File: config.mk
export PLATFORM = sky130hd
export DESIGN_NAME = modbus_rtu_register_slave_top
export DESIGN_NICKNAME = d
export VERILOG_FILES = /design/src/rtl/mbrs_pkg.sv /design/src/rtl/mbrs_crc.sv /design/src/rtl/mbrs_regbank.sv /design/src/rtl/modbus_rtu_register_slave_top.sv
export SDC_FILE = /design/constraint.sdc
export NUM_CORES = 2
export LEC_CHECK = 0
export ABC_AREA = 1
export BUFFER_PORTS_ARGS = -buffer_cell sky130_fd_sc_hd__buf_2
export CAP_MARGIN = 15
export CORE_MARGIN = 3
export CORE_UTILIZATION = 40
export DETAILED_ROUTE_END_ITERATION = 6
export PLACE_DENSITY_LB_ADDON = 0.1
export REMOVE_ABC_BUFFERS = 1
export SLEW_MARGIN = 30
export SYNTH_ARGS = -nofsm -noshare
export SYNTH_HDL_FRONTEND = slang
export SYNTH_MEMORY_MAX_BITS = 65536
export SYNTH_SLANG_ARGS = --single-unit
File: constraint.sdc
create_clock -name clk -period 20.1 [get_ports clk]
set_input_delay 4.02 -clock clk [delete_from_list [all_inputs] [get_ports clk]]
set_output_delay 4.02 -clock clk [all_outputs]
set_load 0.01 [all_outputs]
File: src/rtl/mbrs_pkg.sv
// shared types and constants for the modbus rtu register slave
// no dependencies
package mbrs_pkg;

  localparam logic [7:0]  FnRead    = 8'h03;
  localparam logic [7:0]  FnWrite   = 8'h06;
  localparam logic [7:0]  MinFrame  = 8'd8;
  localparam logic [16:0] ResetFill = 17'd11;
  localparam logic [15:0] CrcPoly   = 16'hA001;
  localparam logic [15:0] CrcInit   = 16'hFFFF;

  typedef struct packed {
    logic       init;
    logic       feed;
    logic [7:0] data;
  } crc_cmd_t;

endpackage

File: src/rtl/mbrs_crc.sv
// bit-serial crc-16/modbus unit, one bit per cycle
// depends on mbrs_pkg
module mbrs_crc import mbrs_pkg::*; (
  input  logic        clk,
  input  logic        rst,
  input  crc_cmd_t    cmd,
  output logic [15:0] crc,
  output logic        busy
);

  logic [7:0] sh;
  logic [3:0] cnt;
  logic       fb;

  assign busy = (cnt != 4'd0);
  assign fb   = crc[0] ^ sh[0];

  always_ff @(posedge clk) begin
    if (rst) begin
      crc <= CrcInit;
      cnt <= 4'd0;
    end else if (cmd.init) begin
      crc <= CrcInit;
      cnt <= 4'd0;
    end else if (cmd.feed) begin
      sh  <= cmd.data;
      cnt <= 4'd8;
    end else if (busy) begin
      crc <= fb ? ((crc >> 1) ^ CrcPoly) : (crc >> 1);
      sh  <= sh >> 1;
      cnt <= cnt - 4'd1;
    end
  end

endmodule

File: src/rtl/mbrs_regbank.sv
// holding register memory, one write and one registered read port
// runs a clearing pass after reset; depends on mbrs_pkg
module mbrs_regbank import mbrs_pkg::*; #(
  parameter int REG_COUNT = 256,
  parameter int AW = (REG_COUNT > 1) ? $clog2(REG_COUNT) : 1
) (
  input  logic          clk,
  input  logic          rst,
  input  logic          wr_en,
  input  logic [AW-1:0] wr_addr,
  input  logic [15:0]   wr_data,
  input  logic          rd_en,
  input  logic [AW-1:0] rd_addr,
  output logic [15:0]   rd_data,
  output logic          ready
);

  localparam logic [AW-1:0] LastAddr = AW'(REG_COUNT - 1);

  logic [15:0]   mem [REG_COUNT];
  logic [AW-1:0] clr_addr;
  logic          clearing;
  logic          we;
  logic [AW-1:0] wa;
  logic [15:0]   wd;

  assign ready = !clearing;

  always_comb begin
    if (clearing) begin
      we = 1'b1;
      wa = clr_addr;
      wd = (17'(clr_addr) < ResetFill) ? 16'(clr_addr) : 16'd0;
    end else begin
      we = wr_en;
      wa = wr_addr;
      wd = wr_data;
    end
  end

  always_ff @(posedge clk) begin
    if (rst) begin
      clearing <= 1'b1;
      clr_addr <= '0;
    end else if (clearing) begin
      if (clr_addr == LastAddr) begin
        clearing <= 1'b0;
      end
      clr_addr <= clr_addr + 1'b1;
    end
  end

  always_ff @(posedge clk) begin
    if (we) begin
      mem[wa] <= wd;
    end
    if (rd_en) begin
      rd_data <= mem[rd_addr];
    end
  end

endmodule

File: src/rtl/modbus_rtu_register_slave_top.sv
// modbus rtu slave top: frame intake, request check and reply sequencer
// depends on mbrs_pkg, mbrs_crc, mbrs_regbank
//
// usage:
//   rx channel (rx_valid/rx_ready) takes one frame byte per beat, rx_last on
//   the final byte. tx channel (tx_valid/tx_ready) gives reply bytes in send
//   order, tx_last on the final crc byte. cfg channel (cfg_valid/cfg_ready)
//   writes the station address and is always ready.
//   a byte is taken only while the bit-serial crc unit is idle; that unit
//   shifts in each byte that enters the running crc. after the last byte
//   the frame is checked once the crc settles; each reply byte before the
//   crc then passes memory read, byte select, crc update and output beat,
//   plus the receiver's stall, and the two crc bytes follow, one beat each.
//   rx is not taken while a reply is being sent.
//   reset: synchronous; afterwards the register memory is swept one entry
//   per cycle with rx held off. cfg is taken throughout.
//   a stalled receiver simply holds tx_byte/tx_last and the sequencer.
module modbus_rtu_register_slave_top import mbrs_pkg::*; #(
  parameter int REG_COUNT = 256,
  parameter int MAX_READ  = 29
) (
  input  logic       clk,
  input  logic       rst,
  input  logic       cfg_valid,
  output logic       cfg_ready,
  input  logic [7:0] cfg_data,
  input  logic       rx_valid,
  output logic       rx_ready,
  input  logic [7:0] rx_byte,
  input  logic       rx_last,
  output logic       tx_valid,
  input  logic       tx_ready,
  output logic [7:0] tx_byte,
  output logic       tx_last
);

  localparam int AW = (REG_COUNT > 1) ? $clog2(REG_COUNT) : 1;
  localparam logic [16:0] RegLimit = 17'(REG_COUNT);
  localparam logic [15:0] ReadMax  = 16'(MAX_READ);

  localparam logic [2:0] S_CLEAR = 3'd0;
  localparam logic [2:0] S_IDLE  = 3'd1;
  localparam logic [2:0] S_CHECK = 3'd2;
  localparam logic [2:0] S_FETCH = 3'd3;
  localparam logic [2:0] S_BYTE  = 3'd4;
  localparam logic [2:0] S_OUT   = 3'd5;
  localparam logic [2:0] S_CRC0  = 3'd6;
  localparam logic [2:0] S_CRC1  = 3'd7;

  logic [2:0]    state;
  logic [7:0]    slave_address;
  logic [7:0]    hdr [6];
  logic [7:0]    tail0, tail1;
  logic [7:0]    byte_count;
  logic          rep_read;
  logic [15:0]   rep_a, rep_v;
  logic [5:0]    rep_len;
  logic [5:0]    k;
  logic [AW-1:0] rd_addr;

  crc_cmd_t      crc_cmd;
  logic [15:0]   crc;
  logic          crc_busy;
  logic          bank_ready;
  logic          wr_en, rd_en;
  logic [15:0]   rd_data;

  logic          rx_beat, tx_beat;
  logic [15:0]   a_in, v_in;
  logic          frame_ok, read_ok, write_ok;
  logic [7:0]    byte_next;

  assign cfg_ready = 1'b1;
  assign rx_ready  = (state == S_IDLE) && !crc_busy;
  assign rx_beat   = rx_valid && rx_ready;
  assign tx_valid  = ((state == S_OUT) && !crc_busy) || (state == S_CRC0) || (state == S_CRC1);
  assign tx_beat   = tx_valid && tx_ready;

  assign a_in     = {hdr[2], hdr[3]};
  assign v_in     = {hdr[4], hdr[5]};
  assign frame_ok = (byte_count >= MinFrame) && ({tail1, tail0} == crc)
                    && (hdr[0] == slave_address);
  assign read_ok  = frame_ok && (hdr[1] == FnRead) && (v_in != 16'd0)
                    && (v_in <= ReadMax) && ((17'(a_in) + 17'(v_in)) <= RegLimit);
  assign write_ok = frame_ok && (hdr[1] == FnWrite) && (17'(a_in) < RegLimit);

  assign wr_en = (state == S_CHECK) && !crc_busy && write_ok;
  assign rd_en = (state == S_FETCH) && rep_read && (k >= 6'd3) && k[0];

  always_comb begin
    crc_cmd.init = ((state == S_CHECK) && !crc_busy) || ((state == S_CRC1) && tx_beat);
    crc_cmd.feed = 1'b0;
    crc_cmd.data = tail0;
    if (rx_beat && (byte_count >= 8'd2)) begin
      crc_cmd.feed = 1'b1;
    end
    if (state == S_BYTE) begin
      crc_cmd.feed = 1'b1;
      crc_cmd.data = byte_next;
    end
  end

  always_comb begin
    unique case (k)
      6'd0:    byte_next = slave_address;
      6'd1:    byte_next = rep_read ? FnRead : FnWrite;
      6'd2:    byte_next = rep_read ? {rep_v[6:0], 1'b0} : rep_a[15:8];
      6'd3:    byte_next = rep_read ? rd_data[15:8] : rep_a[7:0];
      6'd4:    byte_next = rep_read ? rd_data[7:0] : rep_v[15:8];
      6'd5:    byte_next = rep_read ? rd_data[15:8] : rep_v[7:0];
      default: byte_next = k[0] ? rd_data[15:8] : rd_data[7:0];
    endcase
  end

  mbrs_crc u_crc (
    .clk  (clk),
    .rst  (rst),
    .cmd  (crc_cmd),
    .crc  (crc),
    .busy (crc_busy)
  );

  mbrs_regbank #(
    .REG_COUNT (REG_COUNT),
    .AW        (AW)
  ) u_bank (
    .clk     (clk),
    .rst     (rst),
    .wr_en   (wr_en),
    .wr_addr (a_in[AW-1:0]),
    .wr_data (v_in),
    .rd_en   (rd_en),
    .rd_addr (rd_addr),
    .rd_data (rd_data),
    .ready   (bank_ready)
  );

  always_ff @(posedge clk) begin
    if (rst) begin
      slave_address <= 8'd2;
    end else if (cfg_valid && cfg_ready) begin
      slave_address <= cfg_data;
    end
  end

  always_ff @(posedge clk) begin
    if (rst) begin
      state      <= S_CLEAR;
      byte_count <= 8'd0;
      tail0      <= 8'd0;
      tail1      <= 8'd0;
      for (int i = 0; i < 6; i++) begin
        hdr[i] <= 8'd0;
      end
      k          <= 6'd0;
      tx_last    <= 1'b0;
    end else begin
      unique case (state)
        S_CLEAR: begin
          if (bank_ready) begin
            state <= S_IDLE;
          end
        end
        S_IDLE: begin
          if (rx_beat) begin
            if (byte_count < 8'd6) begin
              hdr[byte_count[2:0]] <= rx_byte;
            end
            tail0 <= tail1;
            tail1 <= rx_byte;
            if (byte_count != 8'hFF) begin
              byte_count <= byte_count + 8'd1;
            end
            if (rx_last) begin
              state <= S_CHECK;
            end
          end
        end
        S_CHECK: begin
          if (!crc_busy) begin
            rep_read   <= read_ok;
            rep_a      <= a_in;
            rep_v      <= v_in;
            rep_len    <= read_ok ? (6'd3 + {v_in[4:0], 1'b0}) : 6'd6;
            rd_addr    <= a_in[AW-1:0];
            k          <= 6'd0;
            byte_count <= 8'd0;
            tail0      <= 8'd0;
            tail1      <= 8'd0;
            for (int i = 0; i < 6; i++) begin
              hdr[i] <= 8'd0;
            end
            state <= (read_ok || write_ok) ? S_FETCH : S_IDLE;
          end
        end
        S_FETCH: begin
          if (rd_en) begin
            rd_addr <= rd_addr + 1'b1;
          end
          state <= S_BYTE;
        end
        S_BYTE: begin
          tx_byte <= byte_next;
          tx_last <= 1'b0;
          state   <= S_OUT;
        end
        S_OUT: begin
          if (tx_beat) begin
            if (k == rep_len - 6'd1) begin
              tx_byte <= crc[7:0];
              state   <= S_CRC0;
            end else begin
              k     <= k + 6'd1;
              state <= S_FETCH;
            end
          end
        end
        S_CRC0: begin
          if (tx_beat) begin
            tx_byte <= crc[15:8];
            tx_last <= 1'b1;
            state   <= S_CRC1;
          end
        end
        S_CRC1: begin
          if (tx_beat) begin
            tx_last <= 1'b0;
            state   <= S_IDLE;
          end
        end
        default: state <= S_IDLE;
      endcase
    end
  end

  a_rx_crc_free: assert property (@(posedge clk) disable iff (rst)
    rx_beat |-> !crc_busy)
    else $error("rx beat taken while crc unit busy");

  a_clear_blocks_rx: assert property (@(posedge clk) disable iff (rst)
    !bank_ready |-> !rx_ready)
    else $error("rx ready during memory clearing pass");

  a_last_to_idle: assert property (@(posedge clk) disable iff (rst)
    tx_beat && tx_last |=> state == S_IDLE)
    else $error("sequencer not idle after final reply beat");

  a_write_checked: assert property (@(posedge clk) disable iff (rst)
    wr_en |-> frame_ok && hdr[1] == FnWrite)
    else $error("register write without a valid write request");

endmodule
======== Word level (Yosys, flattened, before mapping) ========
Memories as Yosys holds them, arrays and structs flattened. A register that Yosys moved wholly into a read port is not among the register bits.
Cells that the tools add are included.
cells by class
  add/sub/neg operators ................... 8
  multiplexer cells ....................... 74
  reductions and logical operators ........ 47
  bitwise logic cells ..................... 12
  eq/ne operators ......................... 30
  magnitude comparators ................... 8
operators by type and width
  operator               count
  $mux W8                26
  $pmux W8 S2            4
  $pmux W8 S6            1
  $mux W16               2
  $mux W3                10
  $add A8 B1 Y8 const B  3
  $pmux W3 S8            1
  $pmux W8 S3            1
  $mux W1                20
  $logic_and A1 B1 Y1    19
  $mux W6                3
  $ne A2 B2 Y1 const B   9
  $add A16 B16 Y17       1
  $le A17 B9 Y1 const B  1
  $eq A16 B16 Y1         1
  $le A16 B5 Y1 const B  1
  $lt A16 B9 Y1 const B  1
  $reduce_bool A16 Y1    1
  $eq A3 B3 Y1 const B   4
  $eq A6 B2 Y1 const B   2
  $eq A6 B3 Y1 const B   2
  $pmux W6 S2            1
  $reduce_and A3 Y1      4
  $reduce_and A4 Y1      3
  40 further kinds       58
word-level totals
  register bits ........................... 134
  output and inout port bits .............. 12
  memory bits (writable) .................. 4,144
  memories kept ........................... 2
  input bits .............................. 22
  word-level logic and storage cells ...... 200
memory list
  name        depth  width  read ports  clocked after Yosys merged registers in  wr ports  line                                 RTL
  u_bank.mem  256    16     1           1                                        1         mbrs_regbank.sv:20                   logic [15:0] mem [REG_COUNT];
  hdr         6      8      6           0                                        6         modbus_rtu_register_slave_top.sv:52  logic [7:0] hdr [6];

======== Longest topological paths before layout ========
  depth in word-level cells ............... 11
  depth in mapped cells ................... 17
  mapped depth without buffers ............ 17

======== Hierarchy ========
Synthesis repeated with hierarchy kept, for this count alone.
second synthesis, totals
  cells, all modules ...................... 14,991
  area total of the unflattened synthesis .. 176,344.1 µm²
modules (own cells, without submodules)
  module                         times used  cells an instance  area an instance (µm²)
  mbrs_regbank                   1           13,722             166,554.7
  modbus_rtu_register_slave_top  1           1,113              8,564.5
  mbrs_crc                       1           156                1,224.9

======== Worst setup path after synthesis ========
Ideal clock, no wire load.
  path type ............................... register to register
  from .................................... register u_bank.clr_addr[0]
  to ...................................... memory u_bank.mem[0][0], data pin
  slack ................................... 10.745 ns
  arrival ................................. 7.769 ns
  cell stages (with the launch flop) ...... 5
  cell sequence ........................... dfxtp_1 -> ha_1 -> o21ai_0 -> nand4_1 -> o22ai_1
on the way
  word-level cells in the longest chain between the ends .. 3
ends and longest elaborated chain
  element                 line                RTL
  from (decl)             mbrs_regbank.sv:21  logic [AW-1:0] clr_addr;
  from (signal assigned)  mbrs_regbank.sv:49  clr_addr <= clr_addr + 1'b1;
  $lt A8 B4 Y1            mbrs_regbank.sv:33  wd = (17'(clr_addr) < ResetFill) ? 16'(clr_addr) : 16'd0;
  $mux W8 *               mbrs_regbank.sv:33
  $mux W16 *              mbrs_regbank.sv:30  if (clearing) begin
  via u_bank.wd[0]        mbrs_regbank.sv:25  logic [15:0] wd;
  to (decl)               mbrs_regbank.sv:20
The timed path passes the listed nets; every way through them passes the cells marked *.

======== Worst setup path in the final report ========
  from .................................... register u_crc.cnt[0]
  to ...................................... output rx_ready
on the way
  word-level cells in the longest chain between the ends .. 3
ends and longest elaborated chain
  element                 line                                 RTL
  from (decl)             mbrs_crc.sv:12                       logic [3:0] cnt;
  from (signal assigned)  mbrs_crc.sv:31                       cnt <= cnt - 4'd1;
  $reduce_bool A4 Y1      mbrs_crc.sv:15                       assign busy = (cnt != 4'd0);
  $logic_not A1 Y1        --
  $logic_and A1 B1 Y1     modbus_rtu_register_slave_top.sv:74  assign rx_ready = (state == S_IDLE) && !crc_busy;
  to (decl)               modbus_rtu_register_slave_top.sv:28  output logic rx_ready,
No other way between the ends.

==> out/results.tsv <==
stage	metric	value	unit
route	drt-initial-drc-count	13040	
clock_network	path_clk_slew	0.06	ns
critical_path	cp-start-kind	register	
global_route	grt_use_met1	35.53	%
clock_network	cts_resized	0	
floorplanning	pin_count	34	
sta	finClkSkew	0.04581	ns
synthesis	syn_inst	13210	
synthesis	synth.cell_area	171000	um2
cells_and_area	multiInputGateArea	38560	um2
cells_and_area	register_area	128200	um2
route	ant_nets	0	
floorplanning	initial_core_util	40.26	%
clock_network	clockBufferDepth	4	
route	wirelength	564700	um
route	post_drt_wl_per_cell	29.31	um
synthesis	yosys_most_used_dff	edfxtp_1	
critical_path	end_kind	output port	
synthesis	synth_top_area_share	74.17	%
pwr	powerDensity	103.7	nW/um2
critical_path	cp.required	16.08	ns
global_route	gr-usage-all-layers	25.25	%
cells_and_area	final_cell_area	192900	um2
cells_and_area	fillCellCount	38010	
placement	place_hpwl	322400	um
cells_and_area	area_delta_synth_final	12.84	%
synthesis	synth_edf_count	4223	
sta	hold_ws	0.4682	ns
cells_and_area	instances_no_fill	19260	
sta	drv_slew	0	
sta	max_freq	154.6	MHz
clock_network	cts_buffers	462	
global_route	overflow	0	
placement	gp_congestion	0.8929	
synthesis	ys_ff_latch	4294	
synthesis	yosysUniqueCellTypes	54	
critical_path	cp_max_fo	6	
placement	placed_cell_area	178200	um2
global_route	use_met3	4.474	%
synthesis	async_reset_ff_share	0	%
global_route	antenna_found_initial	27	
clock_network	cts_root_buffer	clkbuf_16	
floorplanning	dieHeight	659.8	um
global_route	grt_pass1_vias	107400	
outcome	status	finished, final reports clean	
synthesis	synth_top_cell_by_area	edfxtp_1	
floorplanning	die_area	435300	um2
clock_network	cts_num_sinks	4294	
synthesis	synthTopCellsByArea	edfxtp_1 74%, o21ai_0 6.2%, nor2_1 5.7%	
sta	tightest_slew	1.121	ns
route	avgViaCountPerCell	5.841	
sta	post-route-period-util	32.18	%
cells_and_area	layout.nets	13260	
cells_and_area	drive_above_1_share	9.408	%
cells_and_area	final_core_util	45.43	%
synthesis	synth.most_common_cell	edfxtp_1	
placement	pre_cts_slack	12.97	ns
route	first_pass_iters	6	
sta	fin_ws	13.63	ns
clock_network	insertion_delay	1.01	ns
route	via_count	112500	
sta	setup-tns-final	0	ns
clock_network	cts_tree	yes	
pwr	finalPower	20.01	mW
sta	grt_setup_unrepaired	no	
synthesis	synth-seq-area-share	75.00	%
worst_hold_path	hp-class	register to register	
clock_network	post-cts-setup-buffers	0	
run	maxCapViolCount	0	
critical_path	crit_type	register to output port	
global_route	grt_max_degree	189	
sta	finalSetupViolations	0	
floorplanning	die_w	659.8	um
critical_path	worstPathArrival	2.45	ns
pwr	p_leak	59.29	nW
global_route	top_usage_layer	met2	
floorplanning	rows	239	
sta	fin_crit	6.468	ns
pwr	ir_worst_vdd	76.46	uV
clock_network	cts-htree-levels	5	
clock_network	hold_buffers	0	
synthesis	yosys-top-cells-count	4223 x edfxtp_1, 2575 x nor2_1, 2103 x o21ai_0	
synthesis	yosysWarnings	0	
sta	timing.final.hold_violations	0	
floorplanning	core_area	424600	um2
synthesis	syn_avg_cell_area	12.94	um2
global_route	grt_pass1_wl	798600	um
global_route	met2_usage	39.24	%
placement	port_buffers	32	
route	drc	0	
placement	dp.cells	18400	
sta	slew_headroom	25.25	%
## where the power goes
| part | switching [mW] | internal (mW) | leakage, nW | total, mW |
|---|---|---|---|---|
| Sequential | 0.0556 | 9.80 | 36.8 | 9.86 |
| Combinational | 1.50 | 0.449 | 15.4 | 1.95 |
| Clock | 3.53 | 4.66 | 7.07 | 8.20 |
| Total | 5.09 | 14.9 | 59.3 | 20.0 |
## worst max-delay path, stage by stage (launching register included)
cell	delay, ns
dfxtp_1	0.31
inv_1	0.11
ha_1	0.19
nand2_1	0.09
nor2_2	0.28
inv_2	0.18
nor2_4	0.15
buf_2	0.15
## cells in the final DEF, fill, tap and decap left out, types with 10 or more instances in the layout
cell type,Yosys,routed
nor2_1,2575,2498
inv_1,164,161
nand2_4,11,12
bufinv_16,0,31
o21ai_0,2103,2103
xor2_1,24,24
edfxtp_1,4223,4223
dfxtp_1,71,70
clkbuf_16,0,467
nor2_4,3,61
buf_4,36,386
buf_2,239,32
buf_12,0,18
clkinv_1,4,110
inv_2,17,14
nor2_2,32,51
clkbuf_1,599,108
nand3_1,644,644
nor3_1,17,17
clkinv_2,1,97
ha_1,29,29
nand2_2,3,14
o22ai_1,600,596
o21ai_1,13,13
buf_6,15,17
o211ai_1,180,180
nand4_1,52,52
nand2_1,848,836
xnor2_1,11,11
o221ai_1,342,342
a21oi_1,265,265
clkinvlp_4,0,15
clkinv_8,0,10
## state kept, by name, indices dropped and copies added, names as in the netlist, 16 cells and up
name / count
u_bank.mem: 4096
rep_a: 16
u_crc.crc: 16
rep_v: 16
hdr: 48
u_bank.rd_data: 16
## cell type report
class	instances	area share (%)
diodes	6	0.007782
clock buffers	579	6.296
clock inverters	274	1.213
inverters	186	0.3846
multi-input cells	7802	19.99
flip-flops and latches	4294	66.47
well taps	5663	3.673
repair buffers	460	1.971
## layer usage
layer	vias to the layer above	wire, um	part of all wire, %
li1	49270	-	-
met3	858	45310	8.0
met5	-	57	0.010
met4	10	23020	4.1
met1	57840	240800	43
met2	4532	255500	45
## path summary, 6_finish.rpt
check,start,endpoint,slack (ns),depth (start not counted)
setup / recovery,u_crc.cnt[0],rx_ready,13.63,7
hold / removal,u_crc.cnt[0],u_crc.cnt[0],0.47,2
setup reg to reg,rd_addr[0],u_bank.rd_data[6],14.11,13
hold reg to reg,u_crc.cnt[0],u_crc.cnt[0],0.47,2
## cell families (layout without fill, tap and decap cells)
logic type,after synthesis,after routing,synth area share (%)
adder cells (fa/ha/maj),30,30,0.2239
other,1,7,0.002193
AO/OA/AOI/OAI,3537,3537,11.89
XOR/XNOR,35,35,0.1793
AND/OR/NAND/NOR,4199,4199,9.917
buffers and inverters,1116,1499,2.784
flip-flops,4294,4294,75.00
Note: power is estimated with default switching activity, not from simulation.
